File: config.mk
export PLATFORM = sky130hd
export DESIGN_NAME = sorted_array_insert_delete_flat
export DESIGN_NICKNAME = d
export VERILOG_FILES = /design/src/hw/rtl/sai_pkg.sv /design/src/hw/rtl/sai_channels.sv /design/src/hw/rtl/sai_ram.sv /design/src/hw/rtl/sai_engine.sv /design/src/hw/rtl/sorted_array_insert_delete.sv /design/src/flat_wrapper.sv
export SDC_FILE = /design/constraint.sdc
export NUM_CORES = 2
export LEC_CHECK = 0
export ABC_AREA = 1
export BUFFER_PORTS_ARGS = -buffer_cell sky130_fd_sc_hd__buf_2
export CAP_MARGIN = 0
export CORE_MARGIN = 2
export CORE_UTILIZATION = 48
export DETAILED_ROUTE_END_ITERATION = 16
export SLEW_MARGIN = 0
export SYNTH_ARGS = -nofsm -noshare
export SYNTH_HDL_FRONTEND = slang
export SYNTH_SLANG_ARGS = --single-unit
File: constraint.sdc
create_clock -name clock -period 5.8 [get_ports clock]
set_input_delay 1.74 -clock clock [delete_from_list [all_inputs] [get_ports clock]]
set_output_delay 1.74 -clock clock [all_outputs]
set_load 0.005 [all_outputs]
File: src/hw/rtl/sai_pkg.sv
package sai_pkg;

   localparam int VALUE_W  = 32;
   localparam int INDEX_W  = 6;
   localparam int COUNT_W  = 7;

   typedef logic [VALUE_W-1:0] value_type;

   typedef enum logic [1:0] {
      OP_INSERT = 2'd0,
      OP_DELETE = 2'd1,
      OP_READ   = 2'd2,
      OP_NOP    = 2'd3
   } op_type;

   typedef enum logic [1:0] {
      ST_OK        = 2'd0,
      ST_NOT_FOUND = 2'd1,
      ST_FULL      = 2'd2,
      ST_BAD_INDEX = 2'd3
   } status_type;

   // One finished result, handed from the engine to the response stage
   typedef struct packed {
      status_type           status;
      logic [COUNT_W-1:0]   count;
      value_type            read_value;
   } result_type;

endpackage

File: src/hw/rtl/sai_channels.sv
interface sai_req_if;
   logic                          valid;
   logic                          ready;
   logic [1:0]                    operation;
   logic signed [sai_pkg::VALUE_W-1:0] value;
   logic [sai_pkg::INDEX_W-1:0]   index;

   modport source (output valid, operation, value, index, input ready);
   modport sink   (input valid, operation, value, index, output ready);
endinterface

interface sai_rsp_if;
   logic                          valid;
   logic                          ready;
   logic [1:0]                    status;
   logic [sai_pkg::COUNT_W-1:0]   count;
   logic signed [sai_pkg::VALUE_W-1:0] read_value;

   modport source (output valid, status, count, read_value, input ready);
   modport sink   (input valid, status, count, read_value, output ready);
endinterface

File: src/hw/rtl/sai_ram.sv
module sai_ram #(
   parameter int WIDTH = 32,
   parameter int DEPTH = 64
) (
   input  logic                       clock,
   input  logic                       we,
   input  logic [$clog2(DEPTH)-1:0]   waddr,
   input  logic [WIDTH-1:0]           wdata,
   input  logic [$clog2(DEPTH)-1:0]   raddr,
   output logic [WIDTH-1:0]           rdata
);

   logic [WIDTH-1:0] mem_ff [DEPTH];
   logic [WIDTH-1:0] rdata_ff;

   // Write port and registered read port
   always_ff @(posedge clock) begin
      if (we) begin
         mem_ff[waddr] <= wdata;
      end
      rdata_ff <= mem_ff[raddr];
   end

   assign rdata = rdata_ff;

endmodule

File: src/hw/rtl/sai_engine.sv
module sai_engine #(
   parameter int CAPACITY = 64
) (
   input  logic                clock,
   input  logic                reset,
   sai_req_if.sink             req,
   output logic                res_valid,
   input  logic                res_ack,
   output sai_pkg::result_type res
);
   import sai_pkg::*;

   localparam int AW = $clog2(CAPACITY);
   localparam int CW = $clog2(CAPACITY + 1);

   typedef enum logic [7:0] {
      S_IDLE     = 8'b0000_0001,
      S_SEARCH   = 8'b0000_0010,
      S_PROBE    = 8'b0000_0100,
      S_CHECK    = 8'b0000_1000,
      S_SHIFT_UP = 8'b0001_0000,
      S_SHIFT_DN = 8'b0010_0000,
      S_RDWAIT   = 8'b0100_0000,
      S_DONE     = 8'b1000_0000
   } state_type;

   state_type         state_ff, state_in;
   op_type            op_ff, op_in;
   value_type         value_ff, value_in;
   logic [CW-1:0]     lo_ff, lo_in;
   logic [CW-1:0]     hi_ff, hi_in;
   logic [CW-1:0]     mid_ff, mid_in;
   logic [CW-1:0]     ptr_ff, ptr_in;
   logic [AW-1:0]     wr_addr_ff, wr_addr_in;
   logic              pend_ff, pend_in;
   logic [CW-1:0]     count_ff, count_in;
   status_type        res_status_ff, res_status_in;
   value_type         res_rd_ff, res_rd_in;

   logic              ram_we;
   logic [AW-1:0]     ram_waddr;
   logic [AW-1:0]     ram_raddr;
   value_type         ram_wdata;
   value_type         ram_rdata;

   logic [CW:0]       mid_sum;
   logic [CW-1:0]     mid;
   logic [CW-1:0]     ptr_dec;
   logic [CW-1:0]     ptr_inc;
   logic [CW-1:0]     lo_inc;
   logic [CW+5:0]     idx_wide;
   logic [CW+5:0]     cnt_wide;
   logic [CW+6:0]     cnt_out;

   sai_ram #(
      .WIDTH (VALUE_W),
      .DEPTH (CAPACITY)
   ) u_store (
      .clock (clock),
      .we    (ram_we),
      .waddr (ram_waddr),
      .wdata (ram_wdata),
      .raddr (ram_raddr),
      .rdata (ram_rdata)
   );

   // Arithmetic helpers for the search and the shift pointer
   assign mid_sum  = {1'b0, lo_ff} + {1'b0, hi_ff};
   assign mid      = mid_sum[CW:1];
   assign ptr_dec  = ptr_ff - CW'(1);
   assign ptr_inc  = ptr_ff + CW'(1);
   assign lo_inc   = lo_ff + CW'(1);
   assign idx_wide = (CW+6)'(req.index);
   assign cnt_wide = (CW+6)'(count_ff);
   assign cnt_out  = (CW+7)'(count_ff);

   assign req.ready = (state_ff == S_IDLE);
   assign res_valid = (state_ff == S_DONE);

   assign res.status     = res_status_ff;
   assign res.count      = cnt_out[COUNT_W-1:0];
   assign res.read_value = res_rd_ff;

   // Sequencer: search, check, shift and read over the store
   always_comb begin
      state_in      = state_ff;
      op_in         = op_ff;
      value_in      = value_ff;
      lo_in         = lo_ff;
      hi_in         = hi_ff;
      mid_in        = mid_ff;
      ptr_in        = ptr_ff;
      wr_addr_in    = wr_addr_ff;
      pend_in       = pend_ff;
      count_in      = count_ff;
      res_status_in = res_status_ff;
      res_rd_in     = res_rd_ff;
      ram_we        = 1'b0;
      ram_waddr     = wr_addr_ff;
      ram_wdata     = ram_rdata;
      ram_raddr     = '0;

      unique case (state_ff)
         S_IDLE: begin
            if (req.valid) begin
               op_in         = op_type'(req.operation);
               value_in      = req.value;
               lo_in         = '0;
               hi_in         = count_ff;
               res_status_in = ST_OK;
               res_rd_in     = '0;
               unique case (op_type'(req.operation))
                  OP_INSERT: begin
                     if (count_ff == CW'(CAPACITY)) begin
                        res_status_in = ST_FULL;
                        state_in      = S_DONE;
                     end else begin
                        state_in = S_SEARCH;
                     end
                  end
                  OP_DELETE: begin
                     state_in = S_SEARCH;
                  end
                  OP_READ: begin
                     if (idx_wide < cnt_wide) begin
                        ram_raddr = idx_wide[AW-1:0];
                        state_in  = S_RDWAIT;
                     end else begin
                        res_status_in = ST_BAD_INDEX;
                        state_in      = S_DONE;
                     end
                  end
                  OP_NOP: begin
                     state_in = S_DONE;
                  end
                  default: begin
                     state_in = S_DONE;
                  end
               endcase
            end
         end

         S_SEARCH: begin
            if (lo_ff < hi_ff) begin
               // probe the midpoint
               ram_raddr = mid[AW-1:0];
               mid_in    = mid;
               state_in  = S_PROBE;
            end else if (op_ff == OP_INSERT) begin
               ptr_in   = count_ff;
               pend_in  = 1'b0;
               state_in = S_SHIFT_UP;
            end else if (lo_ff >= count_ff) begin
               res_status_in = ST_NOT_FOUND;
               state_in      = S_DONE;
            end else begin
               ram_raddr = lo_ff[AW-1:0];
               state_in  = S_CHECK;
            end
         end

         S_PROBE: begin
            if ($signed(ram_rdata) < $signed(value_ff)) begin
               lo_in = mid_ff + CW'(1);
            end else begin
               hi_in = mid_ff;
            end
            state_in = S_SEARCH;
         end

         S_CHECK: begin
            if (ram_rdata == value_ff) begin
               ptr_in   = lo_inc;
               pend_in  = 1'b0;
               state_in = S_SHIFT_DN;
            end else begin
               res_status_in = ST_NOT_FOUND;
               state_in      = S_DONE;
            end
         end

         S_SHIFT_UP: begin
            // write back the entry fetched last cycle one place higher
            if (pend_ff) begin
               ram_we = 1'b1;
            end
            if (ptr_ff > lo_ff) begin
               ram_raddr  = ptr_dec[AW-1:0];
               wr_addr_in = ptr_ff[AW-1:0];
               ptr_in     = ptr_dec;
               pend_in    = 1'b1;
            end else begin
               pend_in = 1'b0;
               if (!pend_ff) begin
                  ram_we    = 1'b1;
                  ram_waddr = lo_ff[AW-1:0];
                  ram_wdata = value_ff;
                  count_in  = count_ff + CW'(1);
                  state_in  = S_DONE;
               end
            end
         end

         S_SHIFT_DN: begin
            // write back the entry fetched last cycle one place lower
            if (pend_ff) begin
               ram_we = 1'b1;
            end
            if (ptr_ff < count_ff) begin
               ram_raddr  = ptr_ff[AW-1:0];
               wr_addr_in = ptr_dec[AW-1:0];
               ptr_in     = ptr_inc;
               pend_in    = 1'b1;
            end else begin
               pend_in = 1'b0;
               if (!pend_ff) begin
                  count_in = count_ff - CW'(1);
                  state_in = S_DONE;
               end
            end
         end

         S_RDWAIT: begin
            res_rd_in = ram_rdata;
            state_in  = S_DONE;
         end

         S_DONE: begin
            if (res_ack) begin
               state_in = S_IDLE;
            end
         end

         default: begin
            state_in = S_IDLE;
         end
      endcase
   end

   // Control state with reset, payload without
   always_ff @(posedge clock) begin
      if (reset) begin
         state_ff <= S_IDLE;
         count_ff <= '0;
         pend_ff  <= 1'b0;
      end else begin
         state_ff <= state_in;
         count_ff <= count_in;
         pend_ff  <= pend_in;
      end
      op_ff         <= op_in;
      value_ff      <= value_in;
      lo_ff         <= lo_in;
      hi_ff         <= hi_in;
      mid_ff        <= mid_in;
      ptr_ff        <= ptr_in;
      wr_addr_ff    <= wr_addr_in;
      res_status_ff <= res_status_in;
      res_rd_ff     <= res_rd_in;
   end

   a_count_bound: assert property (@(posedge clock) disable iff (reset)
      count_ff <= CW'(CAPACITY))
      else $error("entry count above capacity");

   a_search_order: assert property (@(posedge clock) disable iff (reset)
      (state_ff == S_SEARCH) |-> (lo_ff <= hi_ff))
      else $error("search bounds crossed");

   a_write_in_shift: assert property (@(posedge clock) disable iff (reset)
      ram_we |-> (state_ff == S_SHIFT_UP || state_ff == S_SHIFT_DN))
      else $error("store written outside a shift");

endmodule

File: src/hw/rtl/sorted_array_insert_delete.sv
// Sorted multiset of signed 32-bit values held in one single-port-write,
// registered-read memory of CAPACITY entries, plus an entry count. Each
// request is an insert, a delete or a read by index, and gives exactly one
// response with a status, the count after the operation and the value read.
// One request is worked at a time. A read passes the wait state for the
// registered memory read before it is done; a refused insert, a read beyond
// the count or the unused code goes straight to the done state. Insert and
// delete run a binary search, each memory probe passing a search and a probe
// state, then shift the later entries up or down (the shift streams one read
// and one write per cycle through the memory). The engine takes the next
// request in the cycle after it hands a result to the response register,
// which lets the next request in while a result waits to be taken. Reset
// clears the count at once; the memory itself is never cleared, since only
// entries below the count are read.
module sorted_array_insert_delete #(
   parameter int CAPACITY = 64
) (
   input  logic       clock,
   input  logic       reset,
   sai_req_if.sink    req,
   sai_rsp_if.source  rsp
);
   import sai_pkg::*;

   logic        res_valid;
   logic        res_ack;
   result_type  res;

   logic        rsp_valid_ff;
   result_type  rsp_data_ff;

   sai_engine #(
      .CAPACITY (CAPACITY)
   ) u_engine (
      .clock     (clock),
      .reset     (reset),
      .req       (req),
      .res_valid (res_valid),
      .res_ack   (res_ack),
      .res       (res)
   );

   // Take a result whenever the response slot is empty or being drained
   assign res_ack = res_valid && (!rsp_valid_ff || rsp.ready);

   always_ff @(posedge clock) begin
      if (reset) begin
         rsp_valid_ff <= 1'b0;
      end else if (res_ack) begin
         rsp_valid_ff <= 1'b1;
      end else if (rsp.ready) begin
         rsp_valid_ff <= 1'b0;
      end
      if (res_ack) begin
         rsp_data_ff <= res;
      end
   end

   assign rsp.valid      = rsp_valid_ff;
   assign rsp.status     = rsp_data_ff.status;
   assign rsp.count      = rsp_data_ff.count;
   assign rsp.read_value = rsp_data_ff.read_value;

endmodule
File: src/flat_wrapper.sv
// flat-port wrapper written by rule: the top's interface ports become plain ports
module sorted_array_insert_delete_flat import sai_pkg::*;
#(
   parameter int CAPACITY = 64
)
  (clock, reset, req_valid, req_operation, req_value, req_index, req_ready, rsp_valid, rsp_status, rsp_count, rsp_read_value, rsp_ready);
  sai_req_if req_i ();
  sai_rsp_if rsp_i ();
  input  logic clock;
  input  logic reset;
  input wire logic [$bits(req_i.valid)-1:0] req_valid;
  input wire logic [$bits(req_i.operation)-1:0] req_operation;
  input wire logic [$bits(req_i.value)-1:0] req_value;
  input wire logic [$bits(req_i.index)-1:0] req_index;
  output wire logic [$bits(req_i.ready)-1:0] req_ready;
  output wire logic [$bits(rsp_i.valid)-1:0] rsp_valid;
  output wire logic [$bits(rsp_i.status)-1:0] rsp_status;
  output wire logic [$bits(rsp_i.count)-1:0] rsp_count;
  output wire logic [$bits(rsp_i.read_value)-1:0] rsp_read_value;
  input wire logic [$bits(rsp_i.ready)-1:0] rsp_ready;
  assign req_i.valid = req_valid;
  assign req_i.operation = req_operation;
  assign req_i.value = req_value;
  assign req_i.index = req_index;
  assign req_ready = req_i.ready;
  assign rsp_valid = rsp_i.valid;
  assign rsp_status = rsp_i.status;
  assign rsp_count = rsp_i.count;
  assign rsp_read_value = rsp_i.read_value;
  assign rsp_i.ready = rsp_ready;
  sorted_array_insert_delete #(.CAPACITY(CAPACITY)) u_core (.clock(clock), .reset(reset), .req(req_i), .rsp(rsp_i));
endmodule
# After elaboration in Yosys (flattened, before gate mapping)
# Memory sizes are Yosys's and may differ from the RTL's. A register that Yosys moved wholly into a read port is not among the register bits.
# Cells that the tools add are included.
# op_classes
n_lt_le_gt_ge	6
addsub	7
muxes	73
n_reduce_logical	22
eq_ne	29
# ops
cell	count
$mux 32	4
$mux 7	13
$mux 8	11
$mux 6	13
$pmux 32 s2	1
$pmux 8 s8	1
$pmux 7 s2	3
$eq 32x32->1	1
$lt 32x32->1	1
$ne 2x2->1 const B	16
$pmux 8 s4	1
$add 7x1->7 const B	4
$pmux 7 s4	1
$pmux 6 s4	1
$lt 7x7->1	2
$mux 2	7
$sub 7x1->7 const B	2
$mux 1	12
$pmux 6 s2	1
$reduce_and 6->1	2
$reduce_and 3->1	3
$add 7x7->8	1
$eq 8x1->1 const B	1
$eq 8x2->1 const B	1
26 further kinds	34
# totals
register_bits	160
n_memories	1
input_bits	44
out_inout_bits	43
ram_bits	2048
# mem_list
memory	depth	width	rd	rd_clocked_by_memory_dff	wr	line_no	rtl
u_core.u_engine.u_store.mem_ff	64	32	1	1	1	sai_ram.sv:13	logic [WIDTH-1:0] mem_ff [DEPTH];

# Longest topological paths before layout
# depth
depth_word	6
mapped_depth	23
ltp_nobuf	21

# Hierarchy
# A second synthesis with hierarchy kept.
# unflattened
hier_cells	7728
area_unflattened_um2	91756.8
# modules_own_cells
mod	n_inst	area_each_um2	cells_per_inst
sai_ram	1	82738.1	6769
sai_engine	1	7739.9	912
sorted_array_insert_delete	1	1278.7	47

# Worst setup path after synthesis
# No wires, ideal clock.
# synth_timing
path_type	reg2reg
start	reg u_core.u_engine.lo_ff[5]
end	mem u_core.u_engine.u_store.mem_ff[0][1] (data pin)
slack_ns	0.651
path_buffers	2
t_required_ns	5.098
setup_ns	0.702
stages_incl_launch_ff	14
synth_period_minus_slack_ns	5.149
arrival_time_ns	4.447
cell_sequence	edfxtp_1 -> inv_1 -> ha_1 -> nand2_1 -> inv_1 -> a21oi_1 -> nand2_1 -> nand2_1 -> inv_1 -> nor2_1 -> nand2_1 -> clkbuf_1 -> clkbuf_1 -> o21ai_0
# synth_via
elab_chain_cells	3
# synth_lines
element	line_no	rtl
start: declaration	sai_engine.sv:30	logic [CW-1:0] lo_ff, lo_in;
start signal: assignment	sai_engine.sv:253	lo_ff <= lo_in;
$gt 7x7->1	sai_engine.sv:187	if (ptr_ff > lo_ff) begin
$mux 32	sai_engine.sv:187	
$mux 32	sai_engine.sv:103	unique case (state_ff)
via u_core.u_engine.ram_wdata[1]	sai_engine.sv:43	value_type ram_wdata;
end: declaration	sai_ram.sv:13	
# The timed path passes the listed nets, and every way through them passes these cells.

# Worst setup path in the final report
# layout_timing
start	reg u_core.u_engine.lo_ff[5]
end	mem u_core.u_engine.u_store.mem_ff[24][1], enable pin
# layout_via
elab_chain_cells	5
# layout_lines
element	line_no	rtl
$gt 7x7->1	sai_engine.sv:187	
$mux 1	sai_engine.sv:187	
$pmux 1 s2	sai_engine.sv:103	
$mux 1	sai_ram.sv:18	if (we) begin
$mux 1 (implied by the code)	sai_ram.sv:19	mem_ff[waddr] <= wdata;
# Several ways; a longest one is shown, not always the timed one.

==> impl_metrics.tcl <==
set metrics [dict create \
    ys_seq_area_share_pct 67.93 \
    hpwl_um 181400 \
    path_clk_slew_ns 0.06 \
    max_slew_margin_pct 3.220 \
    maxSlewViolCount 0 \
    critical_path_class "reg2reg" \
    core_um2 204200 \
    synth-seq-cells 2240 \
    synth_top_area_share_pct 66.93 \
    area_growth_pct 13.74 \
    clkSinkCount 2240 \
    cts_resized 0 \
    arrival_ns 5.84 \
    dieHeight_um 456.6 \
    postLayoutCellArea_um2 111800 \
    switching_share_pct 32.54 \
    io_pins 87 \
    synthCells 8981 \
    dp.cells 11560 \
    syn_nets 9104 \
    yosys.cell_count.top_type "nand3_1" \
    cts-root-buf "clkbuf_16" \
    drc 0 \
    syn_avg_cell_area_um2 10.95 \
    post-place-ws_ns 0.1466 \
    seqPwrFrac_pct 46.2 \
    die-area_um2 208400 \
    fin_tns_setup_ns 0 \
    grt_overflow 0 \
    cts_buffers 228 \
    rsz0062_at_grt "false" \
    placed_area_um2 104500 \
    synthArstFlopShare_pct 0 \
    p_comb_share_pct 22.5 \
    maxCapViolCount 0 \
    ys.flop_type "edfxtp_1" \
    cp-end-kind "flip-flop" \
    synthTopCellsByArea "edfxtp_1 67%, nand3_1 11%, nand2_1 7.2%" \
    yosysWarnings 0 \
    vdd_drop_max_mv 0.3629 \
    grt_pass1_vias 65740 \
    placementRows 166 \
    switching_power_mw 15.00 \
    status "finished, final reports clean" \
    initial_core_util_pct 48.15 \
    synth_cell_type_count 50 \
    gp_congestion 0.8917 \
    grt_usage_pct 29.08 \
    internal-power_mw 31.10 \
    avgViaCountPerCell 5.788 \
    wl_um 308200 \
    drt-pass1-iter-count 6 \
    p_per_area_nw_per_um2 412.3 \
    yosys.area.top_type "edfxtp_1" \
    clkPwrFrac_pct 31.3 \
    vias 69450 \
    setup_viol 0 \
    fin_worst_skew_ns 0.05180 \
    synth_edf_count 2191 \
    period_needed_ns 5.313 \
    hp-class "reg2reg" \
    hold_buffers 0 \
    leakagePower_nw 43.10 \
    max_freq_mhz 188.2 \
    mappedNetlistArea_um2 98300 \
    timing.final.ws_setup_ns 0.4870 \
    cp_max_fo 21 \
    detail-route-antenna-nets 0 \
    period_share_pct 91.60 \
    die_w_um 456.6 \
    drive_gt1_share_pct 9.800 \
    antenna_found_initial 12 \
    worstSetupStartpointType "flip-flop" \
    hold_viol_final 0 \
    grt_pass1_wl_um 448300 \
    holdWs_ns 0.4211 \
    synth_common_cells "2203 x nand3_1, 2191 x edfxtp_1, 1883 x nand2_1" \
    io_buffers 86 \
    first_iter_violations 9051 \
    instances_no_fill 12000 \
    routedWlPerCell_um 25.68 \
    tightest_slew_ns 1.443 \
    required_ns 6.32 \
    final_nets 9227 \
    grt_max_degree 156 \
    htree_levels 4 \
    clk_latency_ns 0.89 \
    post_cts_buffers 0 \
    clk_path_buf_depth 3 \
    cts_tree "done" \
]
final timing paths:
check	start	to	slack, ns	depth (start not counted)
max reg2reg	u_core.u_engine.lo_ff[5]$_SDFFCE_PN0P_	u_core.u_engine.u_store.mem_ff[24][1]$_DFFE_PP_	0.49	16
min reg2reg	u_core.u_engine.res_rd_ff[13]$_SDFFCE_PN0P_	u_core.rsp.read_value[13]$_DFFE_PP_	0.42	0
min	u_core.u_engine.res_rd_ff[13]$_SDFFCE_PN0P_	u_core.rsp.read_value[13]$_DFFE_PP_	0.42	0
max	u_core.u_engine.lo_ff[5]$_SDFFCE_PN0P_	u_core.u_engine.u_store.mem_ff[24][1]$_DFFE_PP_	0.49	16
power by group through the flow:
stage,Combinational (mW),Clock [mW],Sequential (mW)
global placement,10.0,0,21.6
finish,10.4,14.4,21.3
CTS,10.2,14.6,21.3
global route,11.0,15.2,21.3
floorplan,5.05,0,21.6
detailed placement,10.2,0,21.6
registers in the layout, indices dropped and copies added (netlist names), 8 cells and up:
name / flops
u_core.u_engine.state_ff: 8
u_core.u_engine.u_store.rdata: 32
u_core.u_engine.u_store.mem_ff: 2048
u_core.rsp.read_value: 32
u_core.u_engine.value_ff: 32
u_core.u_engine.res_rd_ff: 32
stage by stage:
step                      power (mW)  utilization (%)
after CTS                      46.07            54.76
after global placement         31.66            51.18
after global routing           47.52            54.76
final                          46.10            54.77
after floorplan                26.67                -
after detailed placement       31.81            51.18
layout by cell type, fill, tap and decap left out, drive strengths merged, types with 3 or more instances in the layout:
cell type,synthesis,final
ha,77,77
nand3,2205,2205
buf,323,462
o221ai,4,4
clkinvlp,0,3
xnor2,4,4
clkinv,1,100
nand3b,514,514
bufinv,0,13
diode,0,5
nor4,6,6
a31oi,3,3
nand2,1885,1885
inv,1090,1099
nand4,11,11
nor2,168,168
a211oi,6,6
edfxtp,2191,2191
a21oi,63,63
clkbuf,246,308
dfxtp,49,49
xor2,10,10
o21ai,75,75
nor3,23,23
kinds of logic after synthesis:
group / share of synthesized area, %
AO/OA/AOI/OAI: 0.9495
XOR/XNOR: 0.1247
adder cells (fa/ha/maj): 1.021
buffers and inverters: 6.659
flip-flops: 67.93
AND/OR/NAND/NOR: 23.32
worst max-delay path: stages (launching register included):
cell,delay (ns)
edfxtp_1,0.50
inv_1,0.23
ha_1,0.27
nand2_1,0.09
inv_1,0.04
a21oi_1,0.20
nand2_1,0.13
nand2_1,0.13
inv_1,0.10
nor2_1,0.27
nand2_4,0.27
o21ai_1,0.88
inv_1,0.23
nor3_1,0.28
nand2_1,0.41
nor2_4,0.54
buf_4,0.39
layout make-up:
type	instances	area, um2
flip-flops and latches	2240	66770
repair buffers	462	4342
multi-input cells	5081	25910
well taps	2688	3363
clock inverters	124	1159
clock buffers	308	6146
fillers	17180	92350
inverters	1091	4108
diodes	5	12.51
routing by layer:
metal | vias up | routed length (um) | global-route usage [%]
met3 | 571 | 28320 | 5.154
met1 | 34340 | 125000 | 40.37
met2 | 3369 | 140900 | 45.14
met5 | - | 47 | 0
met4 | 8 | 13950 | 12.55
li1 | 31160 | - | -
Power figures use the tool's default switching activity.
